## src/sv/pvd_pkg.sv

```systemverilog
package pvd_pkg;

  localparam int unsigned BYTE_W = 8;
  localparam int unsigned VAL_W  = 64;
  localparam int unsigned LEN_W  = 4;
  localparam int unsigned POS_W  = 7;

  // Largest length whose lead byte carries value bits.
  localparam logic [LEN_W-1:0] LEAD_PAYLOAD_MAX = 4'd7;
  // Largest length that is sign-extended.
  localparam logic [LEN_W-1:0] SEXT_LEN_MAX     = 4'd8;
  localparam logic [LEN_W-1:0] LEN_MAX          = 4'd9;

  typedef struct packed {
    logic [BYTE_W-1:0] data_byte;
    logic              cmd;
  } pvd_byte_t;

  // Registered input word handed to the decode stage.
  typedef struct packed {
    logic      valid;
    pvd_byte_t word;
  } pvd_stage_t;

endpackage

```

## src/sv/pvd_if.sv

```systemverilog
interface pvd_byte_if;
  logic                           valid;
  logic                           ready;
  logic [pvd_pkg::BYTE_W-1:0]     data_byte;
  logic                           cmd;

  modport source (output valid, output data_byte, output cmd, input ready);
  modport sink   (input valid, input data_byte, input cmd, output ready);
endinterface

interface pvd_res_if;
  logic                           valid;
  logic                           ready;
  logic [pvd_pkg::VAL_W-1:0]      value;
  logic [pvd_pkg::LEN_W-1:0]      length;

  modport source (output valid, output value, output length, input ready);
  modport sink   (input valid, input value, input length, output ready);
endinterface

```

## src/sv/pvd_in_reg.sv

```systemverilog
module pvd_in_reg (
  input  logic                 clk,
  input  logic                 rst_n,
  pvd_byte_if.sink             in_word,
  input  logic                 take,
  output pvd_pkg::pvd_stage_t  stg
);

  logic               valid_r;
  pvd_pkg::pvd_byte_t word_r;

  // Accept whenever the register is empty or drains this cycle.
  assign in_word.ready = !valid_r || take;

  always_ff @(posedge clk) begin
    if (!rst_n) begin
      valid_r <= 1'b0;
    end else if (in_word.valid && in_word.ready) begin
      valid_r <= 1'b1;
    end else if (take) begin
      valid_r <= 1'b0;
    end
  end

  always_ff @(posedge clk) begin
    if (in_word.valid && in_word.ready) begin
      word_r.data_byte <= in_word.data_byte;
      word_r.cmd       <= in_word.cmd;
    end
  end

  assign stg.valid = valid_r;
  assign stg.word  = word_r;

endmodule

```

## src/sv/pvd_core.sv

```systemverilog
module pvd_core (
  input  logic                 clk,
  input  logic                 rst_n,
  input  pvd_pkg::pvd_stage_t  stg,
  output logic                 take,
  pvd_res_if.source            out_word
);

  localparam int unsigned VW = pvd_pkg::VAL_W;
  localparam int unsigned LW = pvd_pkg::LEN_W;
  localparam int unsigned PW = pvd_pkg::POS_W;

  logic [VW-1:0] acc_r, acc_nxt;
  logic [LW-1:0] left_r, left_nxt;
  logic [PW-1:0] pos_r, pos_nxt;
  logic [LW-1:0] total_r, total_nxt;
  logic          sgn_r, sgn_nxt;

  logic          out_valid_r;
  logic [VW-1:0] out_value_r, out_value_nxt;
  logic [LW-1:0] out_length_r;

  logic [LW-1:0] lead_len;
  logic          done;

  // Leading ones plus one.
  function automatic logic [LW-1:0] lead_length(input logic [7:0] b);
    logic [LW-1:0] n;
    priority if (!b[7]) n = 4'd1;
    else if (!b[6])     n = 4'd2;
    else if (!b[5])     n = 4'd3;
    else if (!b[4])     n = 4'd4;
    else if (!b[3])     n = 4'd5;
    else if (!b[2])     n = 4'd6;
    else if (!b[1])     n = 4'd7;
    else if (!b[0])     n = 4'd8;
    else                n = 4'd9;
    return n;
  endfunction

  // Sign-extend from bit 7*len-1 for lengths up to eight when sgn is set.
  function automatic logic [VW-1:0] finish(input logic [VW-1:0] v,
                                           input logic [LW-1:0] len,
                                           input logic          sgn);
    logic [PW-1:0] width;
    logic [VW-1:0] low_mask;
    logic          sbit;
    width    = ({3'b000, len} << 3) - {3'b000, len};
    low_mask = (64'd1 << width) - 64'd1;
    // Top bit of the low mask is the sign bit.
    sbit     = |(v & low_mask & ~(low_mask >> 1));
    if (sgn && len <= pvd_pkg::SEXT_LEN_MAX && sbit) begin
      return v | ~low_mask;
    end
    return v;
  endfunction

  assign take     = stg.valid && (!out_valid_r || out_word.ready);
  assign lead_len = lead_length(stg.word.data_byte);

  always_comb begin
    acc_nxt   = acc_r;
    left_nxt  = left_r;
    pos_nxt   = pos_r;
    total_nxt = total_r;
    sgn_nxt   = sgn_r;
    done      = 1'b0;
    if (left_r == '0) begin
      total_nxt = lead_len;
      sgn_nxt   = stg.word.cmd;
      if (lead_len <= pvd_pkg::LEAD_PAYLOAD_MAX) begin
        acc_nxt = VW'(stg.word.data_byte & (8'hFF >> lead_len));
        pos_nxt = {3'b000, 4'd8 - lead_len};
      end else begin
        acc_nxt = '0;
        pos_nxt = '0;
      end
      if (lead_len == 4'd1) begin
        done = 1'b1;
      end else begin
        left_nxt = lead_len - 4'd1;
      end
    end else begin
      if (!pos_r[PW-1]) begin
        acc_nxt = acc_r | (VW'(stg.word.data_byte) << pos_r[PW-2:0]);
      end
      pos_nxt  = pos_r + 7'd8;
      left_nxt = left_r - 4'd1;
      done     = (left_r == 4'd1);
    end
    out_value_nxt = finish(acc_nxt, total_nxt, sgn_nxt);
  end

  always_ff @(posedge clk) begin
    if (!rst_n) begin
      acc_r       <= '0;
      left_r      <= '0;
      pos_r       <= '0;
      total_r     <= '0;
      sgn_r       <= 1'b0;
      out_valid_r <= 1'b0;
    end else begin
      if (take) begin
        acc_r   <= acc_nxt;
        left_r  <= left_nxt;
        pos_r   <= pos_nxt;
        total_r <= total_nxt;
        sgn_r   <= sgn_nxt;
      end
      if (take && done) begin
        out_valid_r <= 1'b1;
      end else if (out_word.ready) begin
        out_valid_r <= 1'b0;
      end
    end
  end

  always_ff @(posedge clk) begin
    if (take && done) begin
      out_value_r  <= out_value_nxt;
      out_length_r <= total_nxt;
    end
  end

  assign out_word.valid  = out_valid_r;
  assign out_word.value  = out_value_r;
  assign out_word.length = out_length_r;

  a_left_range: assert property (@(posedge clk) disable iff (!rst_n)
    left_r <= pvd_pkg::SEXT_LEN_MAX)
    else $error("tail count out of range");

  a_pos_in_word: assert property (@(posedge clk) disable iff (!rst_n)
    left_r != '0 |-> !pos_r[PW-1])
    else $error("tail position beyond word");

  a_no_overwrite: assert property (@(posedge clk) disable iff (!rst_n)
    out_valid_r && !out_word.ready |-> !take)
    else $error("decode advanced over a stalled result");

  a_single_byte: assert property (@(posedge clk) disable iff (!rst_n)
    take && left_r == '0 && !stg.word.data_byte[7]
      |=> out_valid_r && out_length_r == 4'd1)
    else $error("single-byte integer not emitted");

  a_len_range: assert property (@(posedge clk) disable iff (!rst_n)
    out_valid_r |-> out_length_r != '0 && out_length_r <= pvd_pkg::LEN_MAX)
    else $error("result length out of range");

endmodule

```

## src/sv/prefix_varint_decoder.sv

```systemverilog
// A byte is first held in the input register; the byte that completes an integer is
// then decoded into the result register, from which the result is offered.
// Throughput: one byte per cycle; the decode stage advances whenever the result
// register is empty or being taken.
// Reset: synchronous, active low; the decoder restarts expecting a lead byte.
module prefix_varint_decoder (
  input  logic       clk,
  input  logic       rst_n,
  pvd_byte_if.sink   in_word,
  pvd_res_if.source  out_word
);

  pvd_pkg::pvd_stage_t stg;
  logic                take;

  pvd_in_reg u_in_reg (
    .clk     (clk),
    .rst_n   (rst_n),
    .in_word (in_word),
    .take    (take),
    .stg     (stg)
  );

  pvd_core u_core (
    .clk      (clk),
    .rst_n    (rst_n),
    .stg      (stg),
    .take     (take),
    .out_word (out_word)
  );

endmodule
```

## src/flat_wrapper.sv

```systemverilog
// flat-port wrapper written by rule: the top's interface ports become plain ports
module prefix_varint_decoder_flat 
  (clk, rst_n, in_word_valid, in_word_data_byte, in_word_cmd, in_word_ready, out_word_valid, out_word_value, out_word_length, out_word_ready);
  pvd_byte_if in_word_i ();
  pvd_res_if out_word_i ();
  input  logic clk;
  input  logic rst_n;
  input wire logic [$bits(in_word_i.valid)-1:0] in_word_valid;
  input wire logic [$bits(in_word_i.data_byte)-1:0] in_word_data_byte;
  input wire logic [$bits(in_word_i.cmd)-1:0] in_word_cmd;
  output wire logic [$bits(in_word_i.ready)-1:0] in_word_ready;
  output wire logic [$bits(out_word_i.valid)-1:0] out_word_valid;
  output wire logic [$bits(out_word_i.value)-1:0] out_word_value;
  output wire logic [$bits(out_word_i.length)-1:0] out_word_length;
  input wire logic [$bits(out_word_i.ready)-1:0] out_word_ready;
  assign in_word_i.valid = in_word_valid;
  assign in_word_i.data_byte = in_word_data_byte;
  assign in_word_i.cmd = in_word_cmd;
  assign in_word_ready = in_word_i.ready;
  assign out_word_valid = out_word_i.valid;
  assign out_word_value = out_word_i.value;
  assign out_word_length = out_word_i.length;
  assign out_word_i.ready = out_word_ready;
  prefix_varint_decoder u_core (.clk(clk), .rst_n(rst_n), .in_word(in_word_i), .out_word(out_word_i));
endmodule
```

## config.mk

```make
export PLATFORM = sky130hd
export DESIGN_NAME = prefix_varint_decoder_flat
export DESIGN_NICKNAME = d
export VERILOG_FILES = /design/src/sv/pvd_pkg.sv /design/src/sv/pvd_if.sv /design/src/sv/pvd_in_reg.sv /design/src/sv/pvd_core.sv /design/src/sv/prefix_varint_decoder.sv /design/src/flat_wrapper.sv
export SDC_FILE = /design/constraint.sdc
export NUM_CORES = 1
export LEC_CHECK = 0
export ABC_AREA = 1
export BUFFER_PORTS_ARGS = -buffer_cell sky130_fd_sc_hd__buf_2
export CAP_MARGIN = 20
export CORE_AREA = 5 5 173 175
export DETAILED_ROUTE_END_ITERATION = 12
export DIE_AREA = 0 0 178 180
export HOLD_SLACK_MARGIN = 0.06
export SLEW_MARGIN = 20
export SYNTH_ARGS = -nofsm -noshare
export SYNTH_HDL_FRONTEND = slang
export SYNTH_SLANG_ARGS = --single-unit
```

## constraint.sdc

```tcl
create_clock -name clk -period 14.4 [get_ports clk]
set_input_delay 2.88 -clock clk [delete_from_list [all_inputs] [get_ports clk]]
set_output_delay 2.88 -clock clk [all_outputs]
set_load 0.05 [all_outputs]
```

# Yosys cells after proc, flatten, opt, wreduce, memory -nomap -nowiden
# Cells that the tools add are included.
[classes] add_sub_neg=6 order_cmp=2 n_eq_ne=3 shifts=3 muxes=26 n_bitwise=7 n_reduce_logical=14
[op_table] op="2-to-1 mux 64 bit" n=5
[op_table] op="AND 64 bit" n=2
[op_table] op="bitwise OR 64 bit" n=2
[op_table] op="AND 8 x 64 -> 64 bit" n=1
[op_table] op="NOT 63 -> 64 bit" n=1
[op_table] op="NOT 64 bit" n=1
[op_table] op="OR reduction 64 bit" n=1
[op_table] op="left shift 1 x 7 -> 64 bit, first input constant" n=1
[op_table] op="left shift 8 x 6 -> 64 bit" n=1
[op_table] op=">> shifter 8 x 4 -> 64 bit, first input constant" n=1
[op_table] op="subtractor 64 x 1 -> 64 bit, second input constant" n=1
[op_table] op="2-to-1 mux 4 bit" n=11
[op_table] op="2-to-1 mux 1 bit" n=9
[op_table] op="== test 4 x 1 -> 1 bit, second input constant" n=2
[op_table] op="subtractor 4 x 1 -> 4 bit, second input constant" n=2
[op_table] op="adder 7 x 4 -> 7 bit, second input constant" n=1
[op_table] op="2-to-1 mux 7 bit" n=1
[op_table] op="subtractor 7 x 4 -> 7 bit" n=1
[op_table] op="logical AND 1 bit" n=5
[op_table] op="less-or-equal comparator 4 x 3 -> 1 bit, second input constant" n=1
[op_table] op="less-or-equal comparator 4 bit, second input constant" n=1
[op_table] op="logical NOT 4 bit" n=1
[op_table] op="nonzero test 2 bit" n=2
[op_table] op="subtractor 4 bit, first input constant" n=1
[op_table] op="other kinds (4)" n=6
[totals] ff_bits=159 input_bits=13 output_inout_bits=70 wordCells=72

# Depth between registers and ports, before layout
# Gate-level depths: netlist of run 1.
[logic_depth] ltp_word=18 ltp_mapped=35 ltp_nobuf=33

# Hierarchy
# From an unflattened synthesis of run 1, not the netlist that was laid out.
[hier_totals] hier_cells=1343 hier_area_um2=9496.6
[modules_own_cells] mod="pvd_core" instances=1 cells_each=1326 area_each_um2=9167.5 seq_area_each_um2=3663.5
[modules_own_cells] mod="pvd_in_reg" instances=1 cells_each=17 area_each_um2=329.1 seq_area_each_um2=290.3

# Least setup slack after synthesis of run 1
# Ideal clock, no wire load.
[synth_timing] path_type="input -> register" from="in out_word_ready" to="reg u_core.u_core.out_length_r[0], in the netlist u_core.u_core.out_word.length[0], enable pin" arrival_time_ns=6.193 path_slack_ns=7.711 stages=5 path_cell_list="inv_1 > nand2_1 > nand2_1 > clkbuf_1 > nor2_1"
[synth_via] elab_chain_cells=3
[synth_lines] item="start, declared" line_no="flat_wrapper.sv:15" rtl="input wire logic [$bits(out_word_i.ready)-1:0] out_word_ready;"
[synth_lines] item="logical OR 1 bit" line_no="pvd_core.sv:58" rtl="assign take = stg.valid && (!out_valid_r || out_word.ready);"
[synth_lines] item="logical AND 1 bit" line_no="pvd_core.sv:58"
[synth_lines] item="logical AND 1 bit" line_no="pvd_core.sv:119" rtl="if (take && done) begin"
[synth_lines] item="end signal, assigned" line_no="pvd_core.sv:121" rtl="out_length_r <= total_nxt;"
[synth_lines] item="end, declared" line_no="pvd_core.sv:21" rtl="logic [LW-1:0] out_length_r;"
# Every way passes these cells.
# A chain may end at the register's enable or synchronous reset.

# Worst setup path after layout of run 1
[layout_timing] from="reg u_core.u_core.left_r[0]" to="reg u_core.u_core.out_value_r[21], in the netlist u_core.u_core.out_word.value[21], data pin"
[layout_via] elab_chain_cells=11 elab_cells_between_ends=19 classes_between="2 x add/sub; 1 x order compare; 1 x shift; 6 x mux; 5 x bitwise; 4 x reduce/logical"
[layout_lines] item="start, declared" line_no="pvd_core.sv:14" rtl="logic [LW-1:0] left_r, left_nxt;"
[layout_lines] item="start signal, assigned" line_no="pvd_core.sv:105" rtl="left_r <= left_nxt;"
[layout_lines] item="logical NOT 4 bit *" line_no="pvd_core.sv:68" rtl="if (left_r == '0) begin"
[layout_lines] item="2-to-1 mux 4 bit *" line_no="pvd_core.sv:68"
[layout_lines] item="via u_core.u_core.total_nxt[0]" line_no="pvd_core.sv:16" rtl="logic [LW-1:0] total_r, total_nxt;"
[layout_lines] item="subtractor 7 x 4 -> 7 bit" line_no="pvd_core.sv:48" rtl="width = ({3'b000, len} << 3) - {3'b000, len};"
[layout_lines] item="left shift 1 x 7 -> 64 bit" line_no="pvd_core.sv:49" rtl="low_mask = (64'd1 << width) - 64'd1;"
[layout_lines] item="subtractor 64 x 1 -> 64 bit" line_no="pvd_core.sv:49"
[layout_lines] item="AND 64 bit or NOT 63 -> 64 bit (tied branches)" line_no="pvd_core.sv:51" rtl="sbit = |(v & low_mask & ~(low_mask >> 1));"
[layout_lines] item="AND 64 bit" line_no="pvd_core.sv:51"
[layout_lines] item="OR reduction 64 bit" line_no="pvd_core.sv:51"
[layout_lines] item="logical AND 1 bit" line_no="pvd_core.sv:52" rtl="if (sgn && len <= pvd_pkg::SEXT_LEN_MAX && sbit) begin"
[layout_lines] item="2-to-1 mux 1 bit" line_no="pvd_core.sv:52"
[layout_lines] item="2-to-1 mux 64 bit *" line_no="pvd_core.sv:55" rtl="return v;"
[layout_lines] item="via u_core.u_core.out_value_nxt[21]" line_no="pvd_core.sv:20" rtl="logic [VW-1:0] out_value_r, out_value_nxt;"
[layout_lines] item="end signal, assigned" line_no="pvd_core.sv:120" rtl="out_value_r <= out_value_nxt;"
[layout_lines] item="end, declared" line_no="pvd_core.sv:20"
# The timed path passes the listed nets; every way through them passes the cells marked *. The select of a mux whose other input is x is not followed.

==> results of run 1 <==
cell type report:
cell class	instances	area, µm²
clock inverters	14	159
flip-flops and latches	159	3950
multi-input cells	951	4720
repair buffers	90	470
clock buffers	18	429
inverters	205	772
well taps	384	480
fillers	3005	17300
per-stage QoR:
step	total power [W]	worst slack (ps)	hold slack, ps	util [%]	std cells
2_1_floorplan	0.00108	7710	427	-	1369
3_5_place_dp	0.00124	7880	443	36.7	1789
5_1_grt	0.00179	7290	481	38.8	1821
3_3_place_gp	0.00124	8130	437	36.7	1789
6_report	0.00169	7810	456	38.8	1821
4_1_cts	0.00169	7860	456	38.8	1821
synth_stat cells, types with 5 or more instances:
master	number	share of area, %
inv_1	185	7.2
o21bai_1	14	1.1
edfxtp_1	77	24
clkbuf_1	36	1.4
nor2_1	197	7.6
nor3b_1	18	1.4
nand4_1	25	1.6
o21ai_0	56	2.9
a21oi_1	40	2.1
dfxtp_1	82	17
a31oi_1	6	0.39
nand3_2	16	1.7
nand2_2	11	0.71
buf_6	6	0.70
inv_2	13	0.50
nor3_1	32	1.7
o211ai_1	7	0.54
clkinv_1	6	0.23
nand2_1	307	12
o22ai_1	5	0.32
or2_2	9	0.58
ha_1	11	1.4
a211oi_1	27	2.1
nand3_1	118	6.1
buf_1	5	0.19
nor2_2	12	0.78
critical path: stages (launching register included):
cell and delay, ps:
dfxtp_1 370, inv_1 90, ha_1 240, nand2_2 120, nor2_4 30, buf_4 290, inv_2 640, nand2_1 320
nand2_2 280, inv_1 110, ha_1 410, nand2_1 100, nor2_2 150, nand2_4 90, nand3_2 90, nand2_2 240
nand2_1 230, nand3_1 150, nor2_2 500, nand2_1 230, nor2_2 210, inv_2 60, a21oi_1 130, nand3_1 100
nor2_2 160, nand3_4 500, nand3_2 390, nand2_1 90
worst max-delay path by stage:
| stage | end | slack, ps | depth (start not counted) |
|---|---|---|---|
| floorplan | u_core.u_core.out_word.length[0]$_DFFE_PP_ | 7710 | 5 |
| detailed placement | u_core.u_core.out_word.value[23]$_DFFE_PP_ | 7880 | 27 |
| finish | u_core.u_core.out_word.value[21]$_DFFE_PP_ | 7810 | 27 |
| global placement | u_core.u_core.out_word.value[25]$_DFFE_PP_ | 8130 | 27 |
| global route | u_core.u_core.out_word.value[24]$_DFFE_PP_ | 7290 | 27 |
| CTS | u_core.u_core.out_word.value[21]$_DFFE_PP_ | 7860 | 27 |
kinds of logic (layout without fill, tap and decap cells):
family	count (synthesis)	after routing
and+or+nand+nor	759	759
other	1	1
adders and majority gates	11	11
AOI/OAI and AO/OA	179	179
DFF	159	159
xor gates and xnor gates	1	1
buffers and inverters	259	327
state kept, by name, indices dropped and copies added, names as in the netlist:
signal / flops
u_core.u_core.pos_r: 7
u_core.u_core.sgn_r: 1
u_core.u_core.total_r: 4
u_core.u_core.acc_r: 64
u_core.u_core.out_word.value: 64
u_core.u_core.out_word.length: 4
u_core.u_core.out_word.valid: 1
u_core.u_in_reg.valid_r: 1
u_core.u_in_reg.stg: 9
u_core.u_core.left_r: 4
layer usage:
layer	share of wire, %	track usage (%)
met1	44	26.1
met2	47	32.2
met3	6.5	3.28
met4	3.1	7.15
met5	0	0
where the power goes:
part           leakage [nW]  switching, W  total [W]  internal (W)
registers              1.38     0.0000131   0.000541      0.000528
logic                  3.25      0.000536   0.000695      0.000159
clock network         0.285      0.000225   0.000459      0.000234
total                  4.91      0.000774    0.00169      0.000921
==> metrics, run 1 <==
row count=62; R2R Setup Slk=7810 ps; Die Ht=180 µm; commonest non-fill, non-tap cell in the layout=nand2_1; min-delay src=u_core.u_core.acc_r[57]$_SDFFE_PN0P_; Worst-Margin Slew=933 ps; final cycle utilization of the critical path=45.8%; Synth Instances=1369; global-route wire length before repair=49.1 mm; largest net degree at the start of global routing=51; syn_area_per_cell=7.07 µm²; total negative slack=0 ps; Clock Path Buffers=2; Post-Route WL=31.8 mm; Synth Area in Compound Gates=11.4%; number of diodes=0; area growth from synthesis to layout=13.5%; die area=32000 µm²; adder-cell share of the synthesized area=1.42%; final setup fails=0; placed instance area=10400 µm²; DP Wirelength=24.0 mm; hold_buf cts=0; maximum net fanout on the critical path=50; clock tree sinks=159; CP required=14590 ps; Placeable Area=28300 µm²; Synth cell types=55; capturing element type of the critical path=register; cts bufs inserted=17; final-stage net count=1448; Pwr per Cell Area=154 nW/µm²; die width=178 µm; CP Launch Point=u_core.u_core.left_r[0]$_SDFFE_PN0P_; layout cell share with drive strength beyond 1=13.9%; xor/xnor share of the synthesized area=0.0905%; Worst-Skew Late Latency=440 ps; clock root cell=clkbuf_16; Primary FF master, synth=dfxtp_1; vias=9398; P_leak=4.91 nW; final hold vios=0; initial antenna violation count=0; gr usage total=19.7%; max_slew headroom=37.6%; simple logic cell fraction of the synthesized area=35.5%; Setup Fix Bufs, Post-CTS=0; unrepaired setup endpoints after global routing=false; drc violations=0; Max IR drop VDD=79.9 µV; mean routed wirelength per cell=17.5 µm; worst r2r path cells=27; Reg-to-Reg End=u_core.u_core.out_word.value[21]$_DFFE_PP_; Hold Path Sink=u_core.u_core.acc_r[57]$_SDFFE_PN0P_; I/O pin count=83; fin. max-slew vios=0; worst min path class=register to register; first drt pass iteration count=9; post-DR vias/cell=5.16; H-tree levels=4; Initial Utilization=34.2%; CP arrival=6780 ps; Placer Congestion=0.963; Seq/Total Area, Yosys=40.8%; GRT overflow=0; post-CTS resize count=0; Post-Syn Nets=1393; worst setup path class=register to register; maximum capacitance violations=0; vias in the first global route=8849; fraction of synthesized area in multiplexers=0%; post-route cell area=11000 µm²; CTS tree=built; number of synthesized register bits=159; run status=finished, final reports clean; clock skew=13.9 ps; Netlist Area Pre-Place=9680 µm²; async set-or-reset flop fraction in the synthesized netlist=0%; EDFF count, synth=77; Peak Freq=152 MHz; RR Startpoint=u_core.u_core.left_r[0]$_SDFFE_PN0P_; Hold Crit Depth=2; most frequent cells in the layout=nand2_1, nor2_1, inv_1; yosys synthesis warning count=0; crit start category=register; clock slew at reported path FFs=80 ps; post-detailed-route count of antenna-violating nets=0; min cycle time layout=6590 ps; largest family of logic cells by synthesized area=simple AND/OR/NAND/NOR gates; DR iter-0 viols=839; IO Port Bufs=82
Power figures use the tool's default switching activity.
==> inputs of run 2 (changes only) <==
Clock period 14.4 ns to 5.3 ns, I/O delays scaled along.
==> run 2 against run 1 <==
Compared with the run above:
- register-to-register slack got worse by 7400 ps
- critical endpoint is now u_core.u_core.out_word.value[3]$_DFFE_PP_
- combinational power rose to 2.8 times the previous value
- sequential share of layout area fell by 0.64 points
- wire length fell by 0.69%
- final area rose by 1.8%
- via count rose by 0.30%
- largest cell class unchanged
- clock power rose to 2.8 times the previous value
- global-route usage fell by 0.052 points
==> metrics, run 2 (synthesis results as in run 1) <==
run status=finished, final reports clean; CP top delay family=simple AND/OR/NAND/NOR gates; final hold vios=0; CP required=5480 ps; unrepaired setup endpoints after global routing=false; Worst Setup Slack, final=437 ps; CP arrival=5040 ps; layout cell share with drive strength beyond 1=15.5%; drc violations=0; dpl cells=1808; Post-Route WL=31.6 mm; Crit path depth=30; commonest non-fill, non-tap cell in the layout=nand2_1; capturing element type of the critical path=register; P_leak=5.02 nW; Max IR drop VDD=218 µV; CP peak stage delay=350 ps; largest net degree at the start of global routing=53; die width=178 µm; worst r2r path cells=30; Initial Utilization=34.2%; critical path's slowest cell=dfxtp_1; CTS tree=built; CP Launch Point=u_core.u_core.left_r[0]$_SDFFE_PN0P_; Placeable Area=28300 µm²; Peak Freq=206 MHz; Post-Layout Cell Count=1840; vias in the first global route=8768; clock skew=13.4 ps; crit start category=register; RR Startpoint=u_core.u_core.left_r[0]$_SDFFE_PN0P_; first drt pass iteration count=5; cts bufs inserted=17; clock tree sinks=159; Worst-Skew Late Latency=440 ps; maximum net fanout on the critical path=15; die area=32000 µm²; min cycle time layout=4860 ps; DP Wirelength=24.3 mm; dpl ws=385 ps; worst setup path class=register to register; Pwr per Cell Area=422 nW/µm²; clock slew at reported path FFs=70 ps; Buf/Inv on CP=6; Placer Congestion=0.988; vias=9426; fillcell total=2981; global-route wire length before repair=48.9 mm; number of diodes=0; IO Port Bufs=82; most frequent cells in the layout=nand2_1, nor2_1, inv_1; gr usage total=19.6%; Worst-Margin Slew=761 ps; total negative slack=0 ps; DR iter-0 viols=1053; worst min path class=register to register; H-tree levels=4; I/O pin count=83; final-stage net count=1467; final setup fails=0; row count=62; min-delay src=u_core.u_core.acc_r[44]$_SDFFE_PN0P_; GRT overflow=0; final cycle utilization of the critical path=91.8%; area growth from synthesis to layout=15.5%; Setup Fix Bufs, Post-CTS=0; post-DR vias/cell=5.12; Die Ht=180 µm; Hold Crit Depth=2; max_slew headroom=48.7%; initial antenna violation count=0; post-detailed-route count of antenna-violating nets=0; fin. max-slew vios=0; Clock Path Buffers=2; clock root cell=clkbuf_16; maximum capacitance violations=0; mean routed wirelength per cell=17.2 µm
==> run 2: cell count changes in the layout (fill, tap and decap cells not counted), sizes merged <==
cell	before	now
buf	90	109
bufinv	0	1
clkbuf	18	20
clkinv	11	9
inv	207	206
==> run 2: through the flow <==
| step | hold slack (ps) | utilization, % | power [W] | area [µm²] |
|---|---|---|---|---|
| CTS | 456 | 39.4 | 0.00470 | 11200 |
| floorplan | 427 | - | 0.00292 | 9680 |
| finish | 456 | 39.5 | 0.00471 | 11200 |
| global route | 472 | 39.5 | 0.00498 | 11200 |
| global placement | 440 | 37.2 | 0.00341 | 10500 |
| detailed placement | 443 | 37.2 | 0.00342 | 10500 |
==> run 2: area by class of cell <==
class | instances | area [µm²] | share of cell area [%]
repair buffers | 109 | 613 | 5.48
flip-flops and latches | 159 | 3950 | 35.4
clock buffers | 20 | 472 | 4.22
clock inverters | 12 | 140 | 1.25
multi-input cells | 951 | 4750 | 42.5
well taps | 384 | 480 | 4.30
inverters | 205 | 772 | 6.90
==> run 2: power by group <==
| group | internal (W) | switching (W) |
|---|---|---|
| Sequential | 0.00143 | 0.0000313 |
| Clock | 0.000714 | 0.000576 |
| Combinational | 0.000489 | 0.00147 |
| Total | 0.00264 | 0.00208 |
==> run 2: per-layer routing <==
metal / wire length (µm) / GRT usage (%) / share of wire [%]
met1: 14000 / 26.8 / 44
met2: 14400 / 30.9 / 46
met4: 1120 / 8.20 / 3.5
met5: 0 / 0 / 0
met3: 2030 / 2.92 / 6.4
==> run 2: final timing paths <==
path | end | slack (ps)
setup / recovery | u_core.u_core.out_word.value[3]$_DFFE_PP_ | 440
hold reg to reg | u_core.u_core.acc_r[44]$_SDFFE_PN0P_ | 460
setup reg to reg | u_core.u_core.out_word.value[3]$_DFFE_PP_ | 440
hold / removal | u_core.u_core.acc_r[44]$_SDFFE_PN0P_ | 460
==> run 2: worst min-delay path: stages (launching register included) <==
cell and delay, ps:
dfxtp_1 300, inv_1 60, a211oi_1 60
==> run 2: timing repair <==
item                       4_1_cts  5_1_grt
gates resized for setup          0        8
hold buffers                     0        0
setup endpoints to repair        0       45
